`config.mk`:
```
export PLATFORM = sky130hd
export DESIGN_NAME = capability_decode_and_access_check
export DESIGN_NICKNAME = d
export VERILOG_FILES = /design/src/hw/rtl/cdac_pkg.sv /design/src/hw/rtl/capability_decode_and_access_check.sv /design/src/hw/rtl/cdac_front.sv /design/src/hw/rtl/cdac_queue.sv /design/src/hw/rtl/cdac_back.sv
export SDC_FILE = /design/constraint.sdc
export NUM_CORES = 2
export LEC_CHECK = 0
export ABC_AREA = 0
export BUFFER_PORTS_ARGS = -buffer_cell sky130_fd_sc_hd__buf_2
export CORE_UTILIZATION = 55
export DETAILED_ROUTE_END_ITERATION = 12
export MAX_ROUTING_LAYER = met4
export PLACE_DENSITY = 0.76
export SLEW_MARGIN = 10
export SYNTH_ARGS = -nofsm -noshare
export SYNTH_HDL_FRONTEND = slang
export SYNTH_HIERARCHICAL = 1
export SYNTH_SLANG_ARGS = --single-unit
```
`constraint.sdc`:
```
create_clock -name clk -period 10.44 [get_ports clk]
set_clock_uncertainty 0.2 [all_clocks]
set_input_delay 1.044 -clock clk [delete_from_list [all_inputs] [get_ports clk]]
set_output_delay 1.044 -clock clk [all_outputs]
set_load 0.1 [all_outputs]
```
`src/hw/rtl/cdac_pkg.sv`:
```
package cdac_pkg;

	localparam logic [63:0] NULL_MASK = 64'h0000_1fff_fc01_8004;
	localparam logic [11:0] LOW12     = 12'h0fff;
	localparam logic [8:0]  LOW9      = 9'h1ff;
	localparam logic [13:0] MANT_MASK = 14'h3fff;
	localparam int unsigned MANT_BITS = 14;
	localparam int unsigned WIN_SHIFT = 11;
	localparam int unsigned PERM_WRITE = 8;
	localparam int unsigned PERM_READ  = 9;

	// region correction applied to the upper address part
	typedef enum logic [1:0] {
		ADJ_ZERO = 2'd0,
		ADJ_UP   = 2'd1,
		ADJ_DOWN = 2'd2
	} adj_t;

	// decoded request, as held in the queue between front and back
	typedef struct packed {
		logic [11:0] perms;
		logic [3:0]  uperms;
		logic [17:0] otype;
		logic [5:0]  exp;
		logic [13:0] tm;
		logic [13:0] bm;
		adj_t        ct;
		adj_t        cb;
		logic [63:0] upper;
		logic [63:0] start;
		logic [4:0]  nbytes;
		logic        wr;
		logic        clr;
	} item_t;

	function automatic adj_t region_adjust(input logic [2:0] a3, input logic [2:0] x3,
		input logic [2:0] r);
		logic a_lo;
		logic x_lo;
		a_lo = a3 < r;
		x_lo = x3 < r;
		if (a_lo && !x_lo) begin
			return ADJ_DOWN;
		end else if (!a_lo && x_lo) begin
			return ADJ_UP;
		end
		return ADJ_ZERO;
	endfunction

	function automatic logic [63:0] adj_addend(input adj_t a);
		logic [63:0] v;
		case (a)
			ADJ_UP:   v = 64'd1;
			ADJ_DOWN: v = '1;
			default:  v = '0;
		endcase
		return v;
	endfunction

endpackage

```
`src/hw/rtl/capability_decode_and_access_check.sv`:
```
// Capability bounds decode and access check.
// Input channel (in_valid / in_stall): one request per transfer, made of a
// compressed capability (cap_meta, cap_address) and an access (word_offset,
// access_bytes, is_write, clear_sticky).
// Output channel (out_valid / out_stall): one result per request, in order:
// decoded bound_base and bound_top, object type, permissions, the fault of
// this access and the sticky fault.
// Throughput: one request per cycle while out_stall is low. Path: the front
// decode writes the request queue, and the back end spends two register stages
// on bounds rebuild and then on the bounds and permission compares.
// Receiver stall: the back stages hold and the queue fills; in_stall rises
// once QUEUE_DEPTH requests are waiting and drops as soon as one leaves.
// Reset: queue emptied, no result valid, sticky fault cleared.
module capability_decode_and_access_check #(
	parameter int QUEUE_DEPTH = 2
) (
	input  logic        clk,
	input  logic        arst_n,
	input  logic        in_valid,
	output logic        in_stall,
	input  logic [63:0] cap_meta,
	input  logic [63:0] cap_address,
	input  logic [31:0] word_offset,
	input  logic [4:0]  access_bytes,
	input  logic        is_write,
	input  logic        clear_sticky,
	output logic        out_valid,
	input  logic        out_stall,
	output logic [63:0] bound_base,
	output logic [63:0] bound_top,
	output logic [17:0] object_type,
	output logic [11:0] permissions,
	output logic [3:0]  user_permissions,
	output logic        access_fault,
	output logic        sticky_fault
);

	localparam int CW = $clog2(QUEUE_DEPTH + 1);

	cdac_pkg::item_t front_item;
	cdac_pkg::item_t queue_item;
	logic            push;
	logic            pop;
	logic            pop_valid;
	logic            take_ready;
	logic [CW-1:0]   count;

	assign in_stall = count == CW'(QUEUE_DEPTH);
	assign push     = in_valid && !in_stall;
	assign pop      = pop_valid && take_ready;

	cdac_front u_front (
		.cap_meta     (cap_meta),
		.cap_address  (cap_address),
		.word_offset  (word_offset),
		.access_bytes (access_bytes),
		.is_write     (is_write),
		.clear_sticky (clear_sticky),
		.item         (front_item)
	);

	cdac_queue #(
		.DEPTH (QUEUE_DEPTH)
	) u_queue (
		.clk       (clk),
		.arst_n    (arst_n),
		.push      (push),
		.push_item (front_item),
		.pop       (pop),
		.pop_valid (pop_valid),
		.pop_item  (queue_item),
		.count     (count)
	);

	cdac_back u_back (
		.clk              (clk),
		.arst_n           (arst_n),
		.take_valid       (pop_valid),
		.take_item        (queue_item),
		.take_ready       (take_ready),
		.out_valid        (out_valid),
		.out_stall        (out_stall),
		.bound_base       (bound_base),
		.bound_top        (bound_top),
		.object_type      (object_type),
		.permissions      (permissions),
		.user_permissions (user_permissions),
		.access_fault     (access_fault),
		.sticky_fault     (sticky_fault)
	);

	a_queue_bound: assert property (@(posedge clk) disable iff (!arst_n)
		count <= CW'(QUEUE_DEPTH))
		else $error("request queue over capacity");

	a_queue_push: assert property (@(posedge clk) disable iff (!arst_n)
		(push && !pop) |=> (count == $past(count) + 1'b1))
		else $error("queued request not counted");

	a_queue_pop: assert property (@(posedge clk) disable iff (!arst_n)
		(pop && !push) |=> (count == $past(count) - 1'b1))
		else $error("dequeued request not counted");

	a_sticky_covers: assert property (@(posedge clk) disable iff (!arst_n)
		(out_valid && access_fault) |-> sticky_fault)
		else $error("fault missing from sticky fault");

endmodule

```
`src/hw/rtl/cdac_front.sv`:
```
module cdac_front (
	input  logic [63:0]     cap_meta,
	input  logic [63:0]     cap_address,
	input  logic [31:0]     word_offset,
	input  logic [4:0]      access_bytes,
	input  logic            is_write,
	input  logic            clear_sticky,
	output cdac_pkg::item_t item
);

	logic [63:0] meta;
	logic        ie;
	logic [8:0]  t_hi;
	logic [2:0]  t_e;
	logic [10:0] b_hi;
	logic [2:0]  b_e;
	logic [5:0]  exp;
	logic [11:0] tm_lo;
	logic [13:0] bm;
	logic        carry;
	logic [1:0]  t_top2;
	logic [13:0] tm;
	logic [6:0]  sh_win;
	logic [6:0]  sh_up;
	logic [63:0] win;
	logic [2:0]  a3;
	logic [2:0]  t3;
	logic [2:0]  b3;
	logic [2:0]  r;

	assign meta = cap_meta ^ cdac_pkg::NULL_MASK;
	assign ie   = meta[26];
	assign t_hi = meta[25:17];
	assign t_e  = meta[16:14];
	assign b_hi = meta[13:3];
	assign b_e  = meta[2:0];

	always_comb begin
		if (!ie) begin
			exp   = '0;
			tm_lo = {t_hi, t_e};
			bm    = {b_hi, b_e} & cdac_pkg::MANT_MASK;
			carry = (tm_lo & cdac_pkg::LOW12) < (bm[11:0] & cdac_pkg::LOW12);
		end else begin
			exp   = {t_e, b_e};
			tm_lo = {t_hi, 3'b000};
			bm    = {b_hi, 3'b000} & cdac_pkg::MANT_MASK;
			carry = (t_hi & cdac_pkg::LOW9) < (b_hi[8:0] & cdac_pkg::LOW9);
		end
	end

	// length msb from the exponent mode, plus carry out of the low bits
	assign t_top2 = bm[13:12] + {1'b0, carry} + {1'b0, ie};
	assign tm     = {t_top2, tm_lo};

	// shifts of 64 or more give zero
	assign sh_win = {1'b0, exp} + 7'(cdac_pkg::WIN_SHIFT);
	assign sh_up  = {1'b0, exp} + 7'(cdac_pkg::MANT_BITS);
	assign win    = cap_address >> sh_win;
	assign a3     = win[2:0];
	assign t3     = tm[13:11];
	assign b3     = bm[13:11];
	assign r      = b3 - 3'd1;

	always_comb begin
		item.perms  = meta[63:52];
		item.uperms = meta[51:48];
		item.otype  = meta[44:27];
		item.exp    = exp;
		item.tm     = tm;
		item.bm     = bm;
		item.ct     = cdac_pkg::region_adjust(a3, t3, r);
		item.cb     = cdac_pkg::region_adjust(a3, b3, r);
		item.upper  = cap_address >> sh_up;
		item.start  = cap_address + {30'd0, word_offset, 2'b00};
		item.nbytes = access_bytes;
		item.wr     = is_write;
		item.clr    = clear_sticky;
	end

endmodule

```
`src/hw/rtl/cdac_queue.sv`:
```
module cdac_queue #(
	parameter int DEPTH = 2
) (
	input  logic                       clk,
	input  logic                       arst_n,
	input  logic                       push,
	input  cdac_pkg::item_t            push_item,
	input  logic                       pop,
	output logic                       pop_valid,
	output cdac_pkg::item_t            pop_item,
	output logic [$clog2(DEPTH+1)-1:0] count
);

	localparam int PW = $clog2(DEPTH);
	localparam int CW = $clog2(DEPTH + 1);

	cdac_pkg::item_t slot_q [DEPTH];
	logic [PW-1:0]   wr_ptr_q;
	logic [PW-1:0]   rd_ptr_q;
	logic [CW-1:0]   count_q;

	assign pop_valid = count_q != '0;
	assign pop_item  = slot_q[rd_ptr_q];
	assign count     = count_q;

	always_ff @(posedge clk or negedge arst_n) begin
		if (!arst_n) begin
			wr_ptr_q <= '0;
			rd_ptr_q <= '0;
			count_q  <= '0;
		end else begin
			if (push) begin
				wr_ptr_q <= (wr_ptr_q == PW'(DEPTH - 1)) ? '0 : wr_ptr_q + 1'b1;
			end
			if (pop) begin
				rd_ptr_q <= (rd_ptr_q == PW'(DEPTH - 1)) ? '0 : rd_ptr_q + 1'b1;
			end
			case ({push, pop})
				2'b10:   count_q <= count_q + 1'b1;
				2'b01:   count_q <= count_q - 1'b1;
				default: count_q <= count_q;
			endcase
		end
	end

	always_ff @(posedge clk) begin
		if (push) begin
			slot_q[wr_ptr_q] <= push_item;
		end
	end

endmodule

```
`src/hw/rtl/cdac_back.sv`:
```
module cdac_back (
	input  logic            clk,
	input  logic            arst_n,
	input  logic            take_valid,
	input  cdac_pkg::item_t take_item,
	output logic            take_ready,
	output logic            out_valid,
	input  logic            out_stall,
	output logic [63:0]     bound_base,
	output logic [63:0]     bound_top,
	output logic [17:0]     object_type,
	output logic [11:0]     permissions,
	output logic [3:0]      user_permissions,
	output logic            access_fault,
	output logic            sticky_fault
);

	logic [6:0]  sh_up;
	logic [63:0] base_c;
	logic [63:0] top_c;

	logic        valid_s1;
	logic [63:0] base_s1;
	logic [63:0] top_s1;
	logic [63:0] start_s1;
	logic [63:0] end_addr_s1;
	logic        perm_ok_s1;
	logic        clr_s1;
	logic [11:0] perms_s1;
	logic [3:0]  uperms_s1;
	logic [17:0] otype_s1;

	logic        valid_s2;
	logic        ready_s1;
	logic        ready_s2;
	logic        fault_c;
	logic        sticky_c;
	logic        sticky_q;

	assign ready_s2   = !valid_s2 || !out_stall;
	assign ready_s1   = !valid_s1 || ready_s2;
	assign take_ready = ready_s1;
	assign out_valid  = valid_s2;

	// rebuild bounds: corrected upper part above the mantissa, mantissa below
	assign sh_up  = {1'b0, take_item.exp} + 7'(cdac_pkg::MANT_BITS);
	assign base_c = ((take_item.upper + cdac_pkg::adj_addend(take_item.cb)) << sh_up)
		| ({50'd0, take_item.bm & cdac_pkg::MANT_MASK} << take_item.exp);
	assign top_c  = ((take_item.upper + cdac_pkg::adj_addend(take_item.ct)) << sh_up)
		| ({50'd0, take_item.tm & cdac_pkg::MANT_MASK} << take_item.exp);

	always_ff @(posedge clk or negedge arst_n) begin
		if (!arst_n) begin
			valid_s1 <= 1'b0;
		end else if (ready_s1) begin
			valid_s1 <= take_valid;
		end
	end

	always_ff @(posedge clk) begin
		if (ready_s1 && take_valid) begin
			base_s1     <= base_c;
			top_s1      <= top_c;
			start_s1    <= take_item.start;
			end_addr_s1 <= take_item.start + {59'd0, take_item.nbytes};
			perm_ok_s1  <= take_item.wr ? take_item.perms[cdac_pkg::PERM_WRITE]
				: take_item.perms[cdac_pkg::PERM_READ];
			clr_s1      <= take_item.clr;
			perms_s1    <= take_item.perms;
			uperms_s1   <= take_item.uperms;
			otype_s1    <= take_item.otype;
		end
	end

	assign fault_c  = !((base_s1 <= start_s1) && (end_addr_s1 <= top_s1) && perm_ok_s1);
	// clear first, then fold in this request's fault
	assign sticky_c = (clr_s1 ? 1'b0 : sticky_q) | fault_c;

	always_ff @(posedge clk or negedge arst_n) begin
		if (!arst_n) begin
			valid_s2 <= 1'b0;
			sticky_q <= 1'b0;
		end else if (ready_s2) begin
			valid_s2 <= valid_s1;
			if (valid_s1) begin
				sticky_q <= sticky_c;
			end
		end
	end

	always_ff @(posedge clk) begin
		if (ready_s2 && valid_s1) begin
			bound_base       <= base_s1;
			bound_top        <= top_s1;
			object_type      <= otype_s1;
			permissions      <= perms_s1;
			user_permissions <= uperms_s1;
			access_fault     <= fault_c;
			sticky_fault     <= sticky_c;
		end
	end

endmodule

```
==> After elaboration in Yosys (flattened, before gate mapping) <==
Memory sizes are Yosys's and may differ from the RTL's.
Index checks and enable logic that the tools add are counted.
{ "word_totals": {"ramBits": 414, "wordCells": 106, "reg_bits": 463, "mem_count": 1, "in_bits": 171, "out_inout_bits": 166} }
{ "mem_list": {"columns": ["memory", "words", "word_bits", "read_ports", "rd_ports_with_merged_regs", "write_ports", "line_no", "source"], "rows": [
  ["u_queue.slot_q", 2, 207, 1, 0, 1, "cdac_queue.sv:17", "cdac_pkg::item_t slot_q [DEPTH];"]
]} }
{ "op_classes": {"n_shift": 6, "n_bitwise": 4, "muxes": 23, "n_eq_ne": 7, "n_lt_le_gt_ge": 7, "n_addsub": 14, "reduce_logical": 22} }
{ "op_table": {"columns": ["op", "n"], "rows": [
  ["64-bit one-hot mux with 2 select lines", 2],
  ["64-bit adder", 2],
  ["64-bit less-or-equal comparator", 2],
  ["64-bit OR", 2],
  ["14-bit by 6-bit left shift with 64-bit output", 2],
  ["64-bit by 7-bit left shift with 64-bit output", 2],
  ["64-bit by 34-bit adder with 64-bit output", 1],
  ["64-bit by 5-bit adder with 64-bit output", 1],
  ["64-bit by 7-bit right shift with 3-bit output", 1],
  ["64-bit by 7-bit right shift with 64-bit output", 1],
  ["22-bit NOT", 1],
  ["6-bit by 4-bit adder with 7-bit output, second input constant", 3],
  ["12-bit < comparator", 1],
  ["2-bit two-way mux", 6],
  ["1-bit two-way mux", 11],
  ["1-bit logical AND", 9],
  ["3-bit < comparator", 3],
  ["9-bit < comparator", 1],
  ["2-bit == test, second input constant", 4],
  ["1-bit zero test", 8],
  ["2-bit by 1-bit == test with 1-bit output, second input constant", 3],
  ["3-bit two-way mux", 2],
  ["6-bit two-way mux", 1],
  ["2-bit by 1-bit adder with 2-bit output", 2],
  ["9 further kinds", 12]
]} }

==> Longest topological paths before layout <==
{ "logic_depth": {"ltp_word": 10, "mapped_depth": 33, "mapped_depth_nobuf": 18} }

==> By module <==
The synthesis kept the hierarchy.
{ "modules_own_cells": {"columns": ["module", "cells_per_inst", "seq_area_each_um2", "area_each_um2", "n_inst"], "rows": [
  ["cdac_back", 4972, 13768.2, 44207.4, 1],
  ["cdac_queue", 659, 12532.0, 15531.1, 1],
  ["cdac_front", 953, 0.0, 6821.5, 1],
  ["capability_decode_and_access_check", 3, 0.0, 28.8, 1]
]} }

==> Worst setup path before layout <==
OpenSTA, ideal clock, no wires.
{ "synth_timing": {"path_type": "input to register", "from": "in in_valid", "to": "mem u_queue/slot_q[0][0] (netlist bit) (enable)", "arrival_ns": 9.885, "setup_time_ns": 0.779, "required_ns": 9.461, "path_slack_ns": -0.424, "stages": 3, "cell_sequence": "nor2b_2 inv_1 nor2_1"} }
{ "synth_between": {"elab_chain_cells": 3} }
{ "synth_lines": {"columns": ["item", "line_no", "source"], "rows": [
  ["start, declared", "capability_decode_and_access_check.sv:19", "input logic in_valid,"],
  ["1-bit logical AND", "capability_decode_and_access_check.sv:49", "assign push = in_valid && !in_stall;"],
  ["1-bit two-way mux", "cdac_queue.sv:47", "if (push) begin"],
  ["1-bit two-way mux (not written as such)", "cdac_queue.sv:48", "slot_q[wr_ptr_q] <= push_item;"],
  ["end, declared", "cdac_queue.sv:17", null]
]} }
No other way between the ends.

==> results.sh <==
export IMPL_met1_usage=0.608
export IMPL_start_util=0.555
export IMPL_clk_path_buf_depth=3
export IMPL_holdPathStages=0
export IMPL_core_area_um2=120000
export IMPL_r2r_start="u_queue/rd_ptr_q"
export IMPL_postSynthAreaPerCell_um2=10.1
export IMPL_layout_nets=6980
export IMPL_postRouteAntennaNets=0
export IMPL_synthesis_instances=6587
export IMPL_port_buffers=333
export IMPL_drtIter0Drc=10400
export IMPL_min_period_ns=8.03
export IMPL_routed_wl_mm=280
export IMPL_fmax_mhz=125
export IMPL_cts_sinks=877
export IMPL_cts_tree="yes"
export IMPL_end_kind="register"
export IMPL_ff2ff_path_depth=17
export IMPL_crit_type="reg -> reg"
export IMPL_maxCapViolCount=0
export IMPL_placed_cells=8133
export IMPL_wl_per_cell_um=33.7
export IMPL_drc_errors=0
export IMPL_gr_total_overflow=0
export IMPL_r2r_end="u_back/base_s1[45]"
export IMPL_crit_arrival_ns=8.18
export IMPL_fillCellCount=9900
export IMPL_r2r_setup_slack_ns=2.41
export IMPL_synth_cell_types=156
export IMPL_syn2layout_area_growth_pct=7.55
export IMPL_met3_usage=0.150
export IMPL_drive_above_1_share=0.171
export IMPL_die_width_um=350
export IMPL_multi_input_area_um2=36900
export IMPL_cp_required_ns=10.59
export IMPL_min_path_type="reg -> reg"
export IMPL_path_max_fanout=107
export IMPL_worstSkewPairLatency_ns=0.72
export IMPL_cts_made_buffers=88
export IMPL_gp_congestion=1.12
export IMPL_grt_pass1_vias=53200
export IMPL_grt_pass1_wl_mm=386
export IMPL_min_from="u_back/perms_s1[11]"
export IMPL_ios=337
export IMPL_netlist_area_um2=66600
export IMPL_drv_slew=0
export IMPL_setup_violations=0
export IMPL_regArea_um2=26300
export IMPL_yosysSeqAreaShare=0.395
export IMPL_antenna_found_initial=13
export IMPL_synth_edf_count=870
export IMPL_rsz0062_at_grt="no"
export IMPL_postCtsSetupBuffers=0
export IMPL_clkTransAtPathRegs_ns=0.06
export IMPL_hpwl_mm=215
export IMPL_via_per_inst=7.15
export IMPL_dieArea_um2=122000
export IMPL_setup_tns_final_ns=0
export IMPL_grt_max_degree=148
export IMPL_start_kind="register"
export IMPL_synthFlopType="edfxtp_1"
export IMPL_instances_no_fill=8307
export IMPL_rows=127
export IMPL_ys_ff_latch=877
export IMPL_cts_htree_levels=3
export IMPL_dieHeight_um=350
export IMPL_track_usage=0.455
export IMPL_met2_usage=0.632
export IMPL_grt_busiest_layer="met2"
export IMPL_worstMarginPinSlew_ns=1.34
export IMPL_fin_crit_sh=0.769
export IMPL_firstDrtPassIters=9
export IMPL_holdPathEnd="u_back/permissions[11]"
export IMPL_cts_root_buf="clkbuf_16"
export IMPL_holdWs_ns=0.192
export IMPL_slew_limit_headroom=0.0945
export IMPL_dr_total_vias=59400
export IMPL_synth_async_sr_flop_share=0.00798
export IMPL_ys_warn_count=6
export IMPL_status="finished, final reports clean"
export IMPL_hold_viol_final=0
[registers in the layout (all words and copies together) (netlist names)]
signal,flops
u_queue/slot_q,414
u_back/base_s1,64
u_back/bound_base,64
u_back/bound_top,64
u_back/end_addr_s1,64
u_back/start_s1,64
u_back/top_s1,64
u_back/object_type,18
u_back/otype_s1,18
u_back/permissions,12
u_back/perms_s1,12
u_back/uperms_s1,4
u_back/user_permissions,4
u_queue/count,2
u_back/access_fault,1
u_back/clr_s1,1
u_back/out_valid,1
u_back/perm_ok_s1,1
u_back/sticky_fault,1
u_back/sticky_q,1
u_back/valid_s1,1
u_queue/rd_ptr_q,1
u_queue/wr_ptr_q,1
[per-layer routing]
metal,share of wire,wire [µm]
met2,0.41,116000
met1,0.40,111000
met5,0,0
met3,0.14,39100
met4,0.047,13200
[stage by stage]
stage	util	setup WS, ns	area [µm²]
2_1_floorplan	-	1.75	66600
3_3_place_gp	0.572	2.74	68700
3_5_place_dp	0.572	2.75	68700
4_1_cts	0.597	2.69	71600
5_1_grt	0.597	2.28	71600
6_report	0.597	2.41	71600
[cell usage in the layout (no fill, tap or decap), drive strengths merged, types with 53 or more instances in the layout]
cell / netlist / final
a211oi: 84 / 84
a21o: 115 / 115
a21oi: 333 / 333
a31oi: 62 / 62
and2: 65 / 65
and3: 66 / 66
buf: 286 / 442
clkbuf: 235 / 102
edfxtp: 870 / 870
ha: 194 / 194
inv: 233 / 239
mux2: 274 / 274
mux2i: 303 / 303
mux4: 59 / 59
nand2: 520 / 520
nand3: 152 / 152
nand4: 113 / 113
nor2: 495 / 495
nor2b: 53 / 53
nor3: 124 / 124
nor4: 61 / 61
o211ai: 77 / 77
o21a: 58 / 58
o21ai: 354 / 354
o22ai: 119 / 119
or2: 53 / 53
xnor2: 287 / 287
xor2: 72 / 72
[how the worst max path moves through the flow]
stage	startpoint	end	slack [ns]	cells past startpoint
floorplan	out_stall	u_back/base_s1[0]	1.75	2
global placement	u_queue/rd_ptr_q	u_back/base_s1[60]	2.74	18
detailed placement	u_queue/rd_ptr_q	u_back/base_s1[60]	2.75	18
CTS	u_queue/rd_ptr_q	u_back/base_s1[45]	2.69	17
global route	u_queue/rd_ptr_q	u_back/base_s1[63]	2.28	18
finish	u_queue/rd_ptr_q	u_back/base_s1[45]	2.41	17
[worst max-delay path: stages (launching register included)]
cell,delay (ns)
dfrtp_4,0.92
mux2_4,0.35
inv_1,0.17
ha_4,0.59
buf_12,0.50
xor2_1,0.14
ha_1,0.27
nand4bb_1,0.15
and4_1,0.26
o22a_1,0.43
o21bai_1,0.22
a31oi_1,0.51
mux2_2,0.42
o211ai_1,0.18
o2111ai_1,0.26
a2111oi_0,0.89
a21oi_1,0.27
o21ai_0,0.83
[final cells by class]
cell class                 count  share of cell area
tap                         1612              0.0282
inverter                     236              0.0126
clock buffer                 102              0.0318
timing repair buffer         443              0.0359
antenna                       14            0.000489
clock inverter                57             0.00861
sequential                   877               0.367
multi-input combinational   4966               0.515
[cell usage after synthesis, drive strengths merged (58+ instances only)]
cell | instances | area [µm²]
a211oi | 84 | 661
a21o | 115 | 863
a21oi | 333 | 1690
a31oi | 62 | 437
and2 | 65 | 410
and3 | 66 | 418
buf | 286 | 1840
clkbuf | 235 | 885
edfxtp | 870 | 26100
ha | 194 | 2430
inv | 233 | 880
mux2 | 274 | 3470
mux2i | 303 | 3070
mux4 | 59 | 1330
nand2 | 520 | 1950
nand3 | 152 | 796
nand4 | 113 | 719
nor2 | 495 | 1860
nor3 | 124 | 636
nor4 | 61 | 553
o211ai | 77 | 593
o21a | 58 | 437
o21ai | 354 | 1790
o22ai | 119 | 790
xnor2 | 287 | 2540
xor2 | 72 | 631
[logic make-up after synthesis]
kind of cell             count (synthesis)  share of synthesized area
multiplexers                           636                      0.118
buffers and inverters                  757                     0.0543
adder cells (fa/ha/maj)                197                     0.0374
flip-flops                             877                      0.395
AND/OR/NAND/NOR                       1908                      0.144
AO/OA/AOI/OAI                         1845                      0.201
other                                    1                  0.0000563
XOR/XNOR                               366                     0.0499
[what timing repair did]
item	CTS	global route
resized for setup	0	0
setup endpoints to repair	0	0
hold buffers	1	0
endpoints found under the hold margin	7	0
Power is not shown: default switching activity piles up to over one toggle a cycle in this logic, so the estimate is an artifact.
